$ cat src/sv/dcc_pkg.sv
// ----------------------------------------------------------------------------
// dcc_pkg
// Types, constants and date arithmetic shared by the day count convention block.
// ----------------------------------------------------------------------------
package dcc_pkg;

   localparam int DayW   = 5;
   localparam int MonW   = 4;
   localparam int YearW  = 14;
   localparam int CountW = 22;
   localparam int BaseW  = 9;
   localparam int SerW   = 25;

   localparam logic [CountW-1:0] CountMax = {CountW{1'b1}};

   typedef enum logic [2:0] {
      CONV_ACTUAL     = 3'd0,
      CONV_30_360     = 3'd1,
      CONV_30E_360    = 3'd2,
      CONV_30EI_360   = 3'd3,
      CONV_30EP_360   = 3'd4,
      CONV_ACT_SPLIT  = 3'd5
   } conv_type;

   localparam logic [DayW-1:0] MONTH_LEN [16] = '{
      5'd31, 5'd31, 5'd28, 5'd31, 5'd30, 5'd31, 5'd30, 5'd31,
      5'd31, 5'd30, 5'd31, 5'd30, 5'd31, 5'd31, 5'd31, 5'd31
   };

   // Month offset correction, (4*M+23)/10 for months after February.
   localparam logic [3:0] MONTH_ADJ [16] = '{
      4'd0, 4'd0, 4'd0, 4'd3, 4'd3, 4'd4, 4'd4, 4'd5,
      4'd5, 4'd5, 4'd6, 4'd6, 4'd7, 4'd7, 4'd7, 4'd8
   };

   // Exact quotient by 100 for any 14-bit value, by reciprocal multiplication.
   function automatic logic [7:0] div100(input logic [YearW-1:0] v);
      logic [26:0] prod;
      prod = 27'(v) * 27'(5243);
      return prod[26:19];
   endfunction

   function automatic logic is_leap(input logic [YearW-1:0] y);
      logic [7:0] q;
      q = div100(y);
      return (y[1:0] == 2'b00) && ((y != YearW'(q) * YearW'(100)) || (q[1:0] == 2'b00));
   endfunction

   function automatic logic [DayW-1:0] last_day(input logic [MonW-1:0] m,
                                                input logic         leap);
      logic [DayW-1:0] d;
      d = MONTH_LEN[m];
      if (m == MonW'(2)) begin
         d = d + DayW'(leap);
      end
      return d;
   endfunction

   function automatic logic signed [SerW-1:0] serial_day(input logic [DayW-1:0]  d,
                                                         input logic [MonW-1:0]  m,
                                                         input logic [YearW-1:0] y);
      logic             early;
      logic [YearW-1:0] yp;
      logic [7:0]       q;
      logic [12:0]      t;
      logic [SerW-1:0]  s;
      early = (m <= MonW'(2));
      yp    = early ? (y - YearW'(1)) : y;
      q     = div100(yp);
      if (early && (y == '0)) begin
         t = '0;
      end else begin
         t = 13'(yp >> 2) - 13'(q) + 13'(q >> 2);
      end
      s = SerW'(y) * SerW'(365) + SerW'(m) * SerW'(31) + SerW'(d) + SerW'(t)
          - SerW'(MONTH_ADJ[m]) - SerW'(31);
      return $signed(s);
   endfunction

   function automatic logic [CountW-1:0] sat_count(input logic signed [SerW-1:0] v);
      logic [CountW-1:0] r;
      if (v < 0) begin
         r = '0;
      end else if (v > $signed(SerW'(CountMax))) begin
         r = CountMax;
      end else begin
         r = v[CountW-1:0];
      end
      return r;
   endfunction

endpackage

$ cat src/sv/day_count_convention.sv
// ----------------------------------------------------------------------------
// day_count_convention
// Interest day count between two calendar dates under a selectable convention.
// ----------------------------------------------------------------------------
// Usage: each req transaction carries a start and an end date. The block
// answers with one rsp transaction holding the day count, the second part
// and both year bases for the split actual/actual mode, and a flag in tuser
// that is set when the start is not earlier than the end.
// The convention register is written over the csr channel, which is always
// ready; it must only be changed while no transaction is in flight.
// The block has one input register and one result register with the date
// arithmetic between them. rsp_tvalid rises once the accepted req
// transaction has passed the input register into the result register.
// A new transaction can be accepted every cycle while rsp_tready is high.
// When rsp_tready is low the result register holds and the input register
// can still take one more transaction; req_tready drops once both are full.
// Synchronous reset empties both stages and sets the convention to actual.
// ----------------------------------------------------------------------------
module day_count_convention
   import dcc_pkg::*;
(
   input  logic        clock,
   input  logic        reset,
   input  logic        csr_valid,
   output logic        csr_ready,
   input  logic [2:0]  csr_data,
   input  logic        req_tvalid,
   output logic        req_tready,
   // start_day, start_month, start_year, end_day, end_month, end_year, zero pad
   input  logic [47:0] req_tdata,
   output logic        rsp_tvalid,
   input  logic        rsp_tready,
   // day_count, day_count_second, year_base_first, year_base_second, zero pad
   output logic [63:0] rsp_tdata,
   // not_before
   output logic [0:0]  rsp_tuser
);

   logic [2:0]  conv_ff;
   logic [2:0]  conv_in;
   logic        in_valid_ff;
   logic        in_valid_in;
   logic [45:0] in_data_ff;
   logic [45:0] in_data_in;
   logic        out_valid_ff;
   logic        out_valid_in;
   logic [61:0] out_data_ff;
   logic [61:0] out_data_in;
   logic        out_flag_ff;
   logic        out_flag_in;
   logic        advance;

   logic [DayW-1:0]  d1;
   logic [MonW-1:0]  m1;
   logic [YearW-1:0] y1;
   logic [DayW-1:0]  d2;
   logic [MonW-1:0]  m2;
   logic [YearW-1:0] y2;
   logic             earlier;
   logic             leap1;
   logic             leap2;
   logic [DayW-1:0]  e1;
   logic [DayW-1:0]  e2;
   logic [DayW-1:0]  d1a;
   logic [DayW-1:0]  d2a;
   logic [MonW:0]    m2a;
   logic [YearW:0]   y2a;
   logic signed [SerW-1:0] s1;
   logic signed [SerW-1:0] s2;
   logic signed [SerW-1:0] ye;
   logic signed [SerW-1:0] c30;
   logic signed [SerW-1:0] c1;
   logic signed [SerW-1:0] c2;
   logic [BaseW-1:0] b1;
   logic [BaseW-1:0] b2;

   assign csr_ready  = 1'b1;
   assign advance    = !out_valid_ff || rsp_tready;
   assign req_tready = !in_valid_ff || advance;
   assign rsp_tvalid = out_valid_ff;
   assign rsp_tdata  = {2'b00, out_data_ff};
   assign rsp_tuser  = out_flag_ff;

   assign d1 = in_data_ff[4:0];
   assign m1 = in_data_ff[8:5];
   assign y1 = in_data_ff[22:9];
   assign d2 = in_data_ff[27:23];
   assign m2 = in_data_ff[31:28];
   assign y2 = in_data_ff[45:32];

   assign earlier = (y1 < y2) || ((y1 == y2) && (m1 < m2)) ||
                    ((y1 == y2) && (m1 == m2) && (d1 < d2));
   assign leap1 = is_leap(y1);
   assign leap2 = is_leap(y2);
   assign e1    = last_day(m1, leap1);
   assign e2    = last_day(m2, leap2);
   assign s1    = serial_day(d1, m1, y1);
   assign s2    = serial_day(d2, m2, y2);
   assign ye    = serial_day(DayW'(31), MonW'(12), y1);

   always_comb begin
      d1a = d1;
      d2a = d2;
      m2a = {1'b0, m2};
      y2a = {1'b0, y2};
      unique case (conv_ff)
         CONV_30_360: begin
            if ((d2 == e2) && (m2 == MonW'(2)) && (d1 == e1) && (m1 == MonW'(2))) begin
               d2a = DayW'(30);
            end
            if ((d1 == e1) && (m1 == MonW'(2))) begin
               d1a = DayW'(30);
            end
            if (d2 == DayW'(31)) begin
               d2a = DayW'(30);
            end
            if (d1 == DayW'(31)) begin
               d1a = DayW'(30);
            end
         end
         CONV_30E_360: begin
            if (d1 == DayW'(31)) begin
               d1a = DayW'(30);
            end
            if (d2 == DayW'(31)) begin
               d2a = DayW'(30);
            end
         end
         CONV_30EI_360: begin
            if (d1 == e1) begin
               d1a = DayW'(30);
            end
            if ((d2 == e2) && (m2 != MonW'(2))) begin
               d2a = DayW'(30);
            end
         end
         CONV_30EP_360: begin
            if (d1 == DayW'(31)) begin
               d1a = DayW'(30);
            end
            if (d2 == DayW'(31)) begin
               d2a = DayW'(1);
               if (m2 >= MonW'(12)) begin
                  m2a = (MonW+1)'(1);
                  y2a = (YearW+1)'(y2) + (YearW+1)'(1);
               end else begin
                  m2a = (MonW+1)'(m2) + (MonW+1)'(1);
               end
            end
         end
         default: begin
         end
      endcase
   end

   assign c30 = (SerW'(d2a) - SerW'(d1a)) + (SerW'(m2a) - SerW'(m1)) * SerW'(30)
                + (SerW'(y2a) - SerW'(y1)) * SerW'(360);

   always_comb begin
      c1 = '0;
      c2 = '0;
      b1 = '0;
      b2 = '0;
      if (earlier) begin
         unique case (conv_ff)
            CONV_30_360, CONV_30E_360, CONV_30EI_360, CONV_30EP_360: begin
               c1 = c30;
            end
            CONV_ACT_SPLIT: begin
               if ((y1 != y2) && (leap1 != leap2)) begin
                  b1 = BaseW'(365) + BaseW'(leap1);
                  b2 = BaseW'(365) + BaseW'(leap2);
                  c1 = ye - s1 + SerW'(1);
                  c2 = s2 - ye;
               end else begin
                  c1 = s2 - s1;
               end
            end
            default: begin
               c1 = s2 - s1;
            end
         endcase
      end
   end

   always_comb begin
      conv_in      = conv_ff;
      in_valid_in  = in_valid_ff;
      in_data_in   = in_data_ff;
      out_valid_in = out_valid_ff;
      out_data_in  = out_data_ff;
      out_flag_in  = out_flag_ff;
      if (csr_valid && csr_ready) begin
         conv_in = csr_data;
      end
      if (advance) begin
         out_valid_in = in_valid_ff;
         in_valid_in  = 1'b0;
         if (in_valid_ff) begin
            out_data_in = {b2, b1, sat_count(c2), sat_count(c1)};
            out_flag_in = !earlier;
         end
      end
      if (req_tvalid && req_tready) begin
         in_valid_in = 1'b1;
         in_data_in  = req_tdata[45:0];
      end
   end

   always_ff @(posedge clock) begin
      if (reset) begin
         conv_ff      <= CONV_ACTUAL;
         in_valid_ff  <= 1'b0;
         out_valid_ff <= 1'b0;
      end else begin
         conv_ff      <= conv_in;
         in_valid_ff  <= in_valid_in;
         out_valid_ff <= out_valid_in;
      end
   end

   always_ff @(posedge clock) begin
      in_data_ff  <= in_data_in;
      out_data_ff <= out_data_in;
      out_flag_ff <= out_flag_in;
   end

endmodule

$ cat config.mk
export PLATFORM = sky130hd
export DESIGN_NAME = day_count_convention
export DESIGN_NICKNAME = d
export VERILOG_FILES = /design/src/sv/dcc_pkg.sv /design/src/sv/day_count_convention.sv
export SDC_FILE = /design/constraint.sdc
export NUM_CORES = 2
export LEC_CHECK = 0
export BUFFER_PORTS_ARGS = -buffer_cell sky130_fd_sc_hd__buf_2
export CAP_MARGIN = 10
export CELL_PAD_IN_SITES_DETAIL_PLACEMENT = 1
export CELL_PAD_IN_SITES_GLOBAL_PLACEMENT = 1
export CORE_ASPECT_RATIO = 1.25
export CORE_MARGIN = 1.5
export CORE_UTILIZATION = 52
export DETAILED_ROUTE_END_ITERATION = 8
export GPL_ROUTABILITY_DRIVEN = 1
export PLACE_DENSITY = 0.89
export SETUP_SLACK_MARGIN = 0.15
export SYNTH_ARGS = -nofsm -noshare
export SYNTH_HDL_FRONTEND = slang
export SYNTH_SLANG_ARGS = --single-unit
$ cat constraint.sdc
create_clock -name clock -period 20.2 [get_ports clock]
set_input_delay 3.03 -clock clock [delete_from_list [all_inputs] [get_ports clock]]
set_output_delay 3.03 -clock clock [all_outputs]
set_load 0.01 [all_outputs]
Yosys cells after proc, flatten, opt, wreduce, memory -nomap -nowiden

Memory sizes are Yosys's and may differ from the RTL's.
Cells that the tools add are included.

Bits in registers: 114
ROM bits: 288
Bits of input ports: 56
Output and inout bits: 68
Logic and storage cells: 169
Memories: 4

Memory list:

| memory           | depth | bits a word | read ports | clocked after memory_dff | wr ports | RTL line      | RTL |
|---|---|---|---|---|---|---|---|
| (name not given) | 16    | 5           | 1          | 0                        | 0        | dcc_pkg.sv:52 | `d = MONTH_LEN[m];` |
| (name not given) | 16    | 5           | 1          | 0                        | 0        | dcc_pkg.sv:52 |  |
| (name not given) | 16    | 4           | 1          | 0                        | 0        | dcc_pkg.sv:76 | `- SerW'(MONTH_ADJ[m]) - SerW'(31);` |
| (name not given) | 16    | 4           | 1          | 0                        | 0        | dcc_pkg.sv:76 |  |

$add $sub $neg: 38
Multiply operators: 12
$lt $le $gt $ge: 12
Equal/unequal tests: 18
Multiplexer cells: 41
Bitwise gates (word level): 2
Reductions and logical operators: 34

Operators with widths:

| operator                                                        | count |
|---|---|
| two-way mux 25 bit                                              | 5 |
| multiplier 14 x 13 -> 27 bit, second input constant             | 4 |
| two-way mux 5 bit                                               | 18 |
| adder 25 x 13 -> 25 bit                                         | 3 |
| subtractor 25 bit                                               | 3 |
| subtractor 25 x 5 -> 25 bit, second input constant              | 3 |
| adder 24 x 5 -> 25 bit                                          | 2 |
| adder 25 bit                                                    | 2 |
| greater-than comparator 25 x 23 -> 1 bit, second input constant | 2 |
| less-than comparator 25 x 1 -> 1 bit, second input constant     | 2 |
| case mux 25 bit (2 select lines)                                | 1 |
| subtractor 25 x 4 -> 25 bit                                     | 2 |
| adder 23 x 9 -> 24 bit                                          | 2 |
| multiplier 14 x 9 -> 23 bit, second input constant              | 2 |
| two-way mux 15 bit                                              | 3 |
| two-way mux 22 bit                                              | 2 |
| inequality test 14 bit                                          | 3 |
| adder 13 x 6 -> 13 bit                                          | 3 |
| subtractor 12 x 8 -> 13 bit                                     | 3 |
| logical NOT 14 bit                                              | 2 |
| two-way mux 14 bit                                              | 2 |
| subtractor 14 x 1 -> 14 bit, second input constant              | 2 |
| two-way mux 13 bit                                              | 2 |
| adder 24 x 5 -> 25 bit, second input constant                   | 1 |
| 44 further kinds                                                | 83 |

Depth between registers and ports, before layout

Depth in word-level cells: 21
Depth in mapped cells: 72
Gate-level depth less buffers: 70

Least setup slack after synthesis

No wires, ideal clock.

Kind: flip-flop to flip-flop
From: register in_data_ff[45]
To: register out_data_ff[14] (data pin)
Setup time: 0.274 ns
Arrival: 14.678 ns
Data required time: 19.926 ns
Slack: 5.248 ns
Stages on the path, launching flop included: 62
Clock period less this slack: 14.952 ns
Cells stage by stage: edfxtp_1 > fa_1 > ha_1 > fa_1 > inv_1 > fa_1 > fa_1 > inv_1 > ha_1 > nand4_1 > nor3_2 > o21ai_1 > a41o_1 > a21bo_2 > a21boi_0 > nor2_1 > ha_1 > ha_1 > [26 not listed] > clkbuf_1 > clkinv_1 > fa_1 > inv_1 > ha_1 > o21ai_0 > a2111oi_0 > nand3_1 > nor3_1 > o22ai_1 > xnor2_1 > a211oi_1 > nand4b_1 > o21ai_0 > o21ai_2 > inv_1 > clkbuf_1 > a31oi_1

Cells in the longest elaborated chain, start to end: 21
Elaborated cells on any way between the ends: 57
Those cells by class: add/sub: 15; mul: 5; order compare: 3; eq/ne: 5; mux: 14; reduce/logical: 15

Ends and longest elaborated chain:

| element                                  | RTL line                    | RTL |
|---|---|---|
| start, declared                          | day_count_convention.sv:43  | `logic [45:0] in_data_ff;` |
| start signal, assigned                   | day_count_convention.sv:223 | `in_data_ff <= in_data_in;` |
| multiplier 14 x 13 -> 27 bit             | dcc_pkg.sv:39               | `prod = 27'(v) * 27'(5243);` |
| multiplier 8 x 5 -> 12 bit               | dcc_pkg.sv:46               | `return (y[1:0] == 2'b00) && ((y != YearW'(q) * YearW'(100)) \|\| (q[1:0] == 2'b00));` |
| inequality test 14 bit                   | dcc_pkg.sv:46               |  |
| logical OR 1 bit (*)                     | dcc_pkg.sv:46               |  |
| logical AND 1 bit (*)                    | dcc_pkg.sv:46               |  |
| named net leap2                          | day_count_convention.sv:61  | `logic leap2;` |
| adder 5 x 1 -> 5 bit                     | dcc_pkg.sv:54               | `d = d + DayW'(leap);` |
| two-way mux 5 bit                        | dcc_pkg.sv:53               | `if (m == MonW'(2)) begin` |
| [6 not listed]                           | -                           |  |
| case mux 5 bit (4 select lines)          | day_count_convention.sv:106 | `unique case (conv_ff)` |
| subtractor 5 x 5 -> 6 bit                | day_count_convention.sv:156 | `assign c30 = (SerW'(d2a) - SerW'(d1a)) + (SerW'(m2a) - SerW'(m1)) * SerW'(30)` |
| adder 25 bit                             | day_count_convention.sv:156 |  |
| adder 25 bit                             | day_count_convention.sv:157 | `+ (SerW'(y2a) - SerW'(y1)) * SerW'(360);` |
| case mux 25 bit (2 select lines) (*)     | day_count_convention.sv:165 | `unique case (conv_ff)` |
| two-way mux 25 bit (*)                   | day_count_convention.sv:164 | `if (earlier) begin` |
| greater-than comparator 25 x 23 -> 1 bit | dcc_pkg.sv:84               | `end else if (v > $signed(SerW'(CountMax))) begin` |
| two-way mux 22 bit                       | dcc_pkg.sv:84               |  |
| end signal, assigned                     | day_count_convention.sv:224 | `out_data_ff <= out_data_in;` |
| end, declared                            | day_count_convention.sv:47  | `logic [61:0] out_data_ff;` |

Mark *: on every way through the listed nets, which the timed path passes. The rest lies on a longest branch.
A chain may end at the register's enable or synchronous reset.

Worst setup path in the final report

From: register in_data_ff[31]
To: register out_data_ff[39] (data pin)

Cells in the longest elaborated chain, start to end: 15
Elaborated cells on any way between the ends: 31
Those cells by class: add/sub: 8; mul: 2; order compare: 4; eq/ne: 1; mux: 8; bitwise: 1; reduce/logical: 6; memory: 1

Ends and longest elaborated chain:

| element                                  | RTL line                    | RTL |
|---|---|---|
| <= comparator 4 x 2 -> 1 bit             | dcc_pkg.sv:67               | `early = (m <= MonW'(2));` |
| two-way mux 14 bit                       | dcc_pkg.sv:68               | `yp = early ? (y - YearW'(1)) : y;` |
| multiplier 14 x 13 -> 27 bit             | dcc_pkg.sv:39               |  |
| subtractor 12 x 8 -> 13 bit              | dcc_pkg.sv:73               | `t = 13'(yp >> 2) - 13'(q) + 13'(q >> 2);` |
| adder 13 x 6 -> 13 bit                   | dcc_pkg.sv:73               |  |
| two-way mux 13 bit                       | dcc_pkg.sv:70               | `if (early && (y == '0)) begin` |
| adder 25 x 13 -> 25 bit                  | dcc_pkg.sv:75               | `s = SerW'(y) * SerW'(365) + SerW'(m) * SerW'(31) + SerW'(d) + SerW'(t)` |
| subtractor 25 x 4 -> 25 bit              | dcc_pkg.sv:76               |  |
| subtractor 25 x 5 -> 25 bit              | dcc_pkg.sv:76               |  |
| subtractor 25 bit                        | day_count_convention.sv:174 | `c2 = s2 - ye;` |
| two-way mux 25 bit                       | day_count_convention.sv:170 | `if ((y1 != y2) && (leap1 != leap2)) begin` |
| two-way mux 25 bit                       | day_count_convention.sv:165 |  |
| two-way mux 25 bit (*)                   | day_count_convention.sv:164 |  |
| greater-than comparator 25 x 23 -> 1 bit | dcc_pkg.sv:84               |  |
| two-way mux 22 bit                       | dcc_pkg.sv:84               |  |

Every way passes the cells marked *; elsewhere a longest branch is shown, timed or not. The select of a mux whose other input is x is not followed.

==> flow_summary.yaml <==
die:
  fp.dieH_um: 313
  die_area_mm2: 0.0787
  dieWidth_um: 251
  start_util_pct: 52.6
  coreArea_mm2: 0.0762
  num_rows: 113
  io_pins: 124
logic_synthesis:
  synth_cells: 4337
  synth-edff-count: 96
  synth_ff_type: "edfxtp_1"
  ys_ff_latch: 101
  yosys_warnings: 0
  async_flop_share_pct: 0
  netlist_area_mm2: 0.0401
  yosysSeqAreaShare_pct: 7.44
  synth_cell_types: 90
  avgSynthCellArea_um2: 9.24
critical_path:
  worst_setup_path_end_kind: "flip-flop"
  cpPeakStageDelay_ns: 0.91
  crit_start: "in_data_ff[31]"
  cp-start-kind: "flip-flop"
  rrSetupSlack_ns: 0.58
  worst_setup_path_endpoint: "out_data_ff[39]"
  critPathKind: "reg2reg"
  rr_endpoint: "out_data_ff[39]"
  r2r_start: "in_data_ff[31]"
  cp.required_ns: 20.34
  critPathMaxFanout: 22
  worstPathArrival_ns: 19.76
  cp_slowest_cell: "a2111oi_0"
  rr_worst_depth: 62
clock_tree:
  cts_max_level: 3
  clkSlewWorstSetupHoldPaths_ns: 0.10
  hold_buffers: 0
  post_cts_buffers: 0
  cts_made_buffers: 9
  clockBufferDepth: 2
  tritoncts_num_sinks: 101
  cts_tree: "built"
  cts_root_buffer: "clkbuf_16"
  clock_latency_ns: 0.45
route:
  drt_iter0_drc: 1632
  wl_per_cell_um: 24.2
  num_vias: 32000
  drc_errors: 0
  postRouteAntennaNets: 0
  vias_per_cell: 5.87
  routed_wl_um: 132000
  firstDrtPassIters: 6
finish:
  fin_cells: 5442
  layout_commonest_cell: "inv_1"
  layout.nets: 5961
  final_cell_mix: "inv_1, ha_1, fa_1, xnor2_1, a21oi_1"
  fillers: 8803
  area_growth_pct: 5.41
  drive_above_1_share_pct: 4.77
sta:
  finalHoldViolCount: 0
  whs_ns: 0.547
  tightest_slew_ns: 1.23
  tns_ns: 0
  maxSlewHeadroom_pct: 17.4
  finalSetupViolCount: 0
  finalCritPeriodShare_pct: 97.1
  fin_crit_ns: 19.62
  skew_ns: 0.0288
  fmax_mhz: 51.0
  report.final.slew_viol_count: 0
  rsz0062_at_grt: "no"
global_routing:
  grt_first_pass_wirelength_um: 205000
  first_global_vias: 37100
  antenna_found_initial: 3
  grt_overflow: 0
  grt_max_degree: 47
  grt_usage_pct: 34.2
job:
  cap_violations: 0
place:
  place.gp.congestion: 0.990
  hpwl_um: 116000
  dp_cells: 5425
  port_buffers: 114
run_status:
  status: "completed"
min_path:
  hp-class: "reg2reg"
-- sequential cells by signal, indices dropped and copies added, names as in the netlist --
name         count
in_data_ff      46
rsp_tuser        1
conv_ff          3
in_valid_ff      1
rsp_tvalid       1
out_data_ff     49
-- cell type report --
class | instances | area [um2] | share of cell area, %
Multi-Input combinational cell | 3184 | 33100 | 78.3
Inverter | 1016 | 3810 | 9.03
Sequential cell | 101 | 2980 | 7.06
Tap cell | 977 | 1220 | 2.89
Timing Repair Buffer | 147 | 818 | 1.94
Clock buffer | 9 | 225 | 0.533
Clock inverter | 7 | 88.8 | 0.210
Antenna cell | 1 | 2.50 | 0.00592
-- per-stage QoR --
stage,worst slack (ns),area (um2),util [%]
finish,0.577,42200,55.4
global route,0.171,42200,55.4
CTS,1.09,42200,55.4
detailed placement,1.30,41900,55.0
global placement,2.27,41900,55.0
floorplan,5.25,40100,-
-- routing by layer --
| metal | vias to the layer above | share of wire, % | global-route usage (%) |
|---|---|---|---|
| li1 | 14400 | - | - |
| met1 | 16100 | 37 | 36.9 |
| met2 | 960 | 51 | 61.9 |
| met3 | 512 | 4.0 | 3.73 |
| met4 | 2 | 8.1 | 25.2 |
| met5 | - | 0.0099 | 0 |
-- what timing repair did --
item,4_1_cts,5_1_grt
endpoints found under the setup margin,0,16
endpoints found under the hold margin,0,0
gates resized for setup,0,1
-- worst max-delay path: cells and delay by family, from the launching register on --
family          cells  cell delay (ns)
compound gates     26             8.25
buf+inv             9             1.37
xor+xnor            4             1.36
flops               1             0.58
fa+ha+maj          14             6.15
simple gates        9             1.57
-- worst min-delay path by stage --
stage           startpoint    endpoint  cells after the start
2_1_floorplan  in_valid_ff  rsp_tvalid                      2
5_1_grt        in_valid_ff  rsp_tvalid                      2
4_1_cts        in_valid_ff  rsp_tvalid                      2
6_report       in_valid_ff  rsp_tvalid                      2
3_5_place_dp   in_valid_ff  rsp_tvalid                      2
3_3_place_gp   in_valid_ff  rsp_tvalid                      2
-- synthesized netlist by cell type, drive strengths merged, types with 33 or more instances --
cell type,instances,area [um2]
xnor2,264,2330
a21oi,227,1140
edfxtp,96,2880
inv,1015,3810
nand2b,33,214
ha,948,11900
a21o,91,683
nor2,205,769
nor3,46,235
o21ai,126,638
xor2,92,821
fa,498,9970
nand3,50,250
nand2,130,488
o21bai,64,480
o21a,43,323
-- logic make-up (layout without fill, tap and decap cells) --
| group | Yosys count | count (layout) | share of synthesized area (%) |
|---|---|---|---|
| AND/OR/NAND/NOR | 610 | 610 | 7.26 |
| XOR/XNOR | 358 | 358 | 7.97 |
| AO/OA/AOI/OAI | 748 | 748 | 12.3 |
| buffers and inverters | 1057 | 1179 | 10.1 |
| adder cells (fa/ha/maj) | 1446 | 1446 | 54.5 |
| other | 2 | 8 | 0.0187 |
| flip-flops | 101 | 101 | 7.44 |
| multiplexers | 15 | 15 | 0.387 |
Power is not shown: default switching activity piles up to over one toggle a cycle in this logic, so the estimate is an artifact.
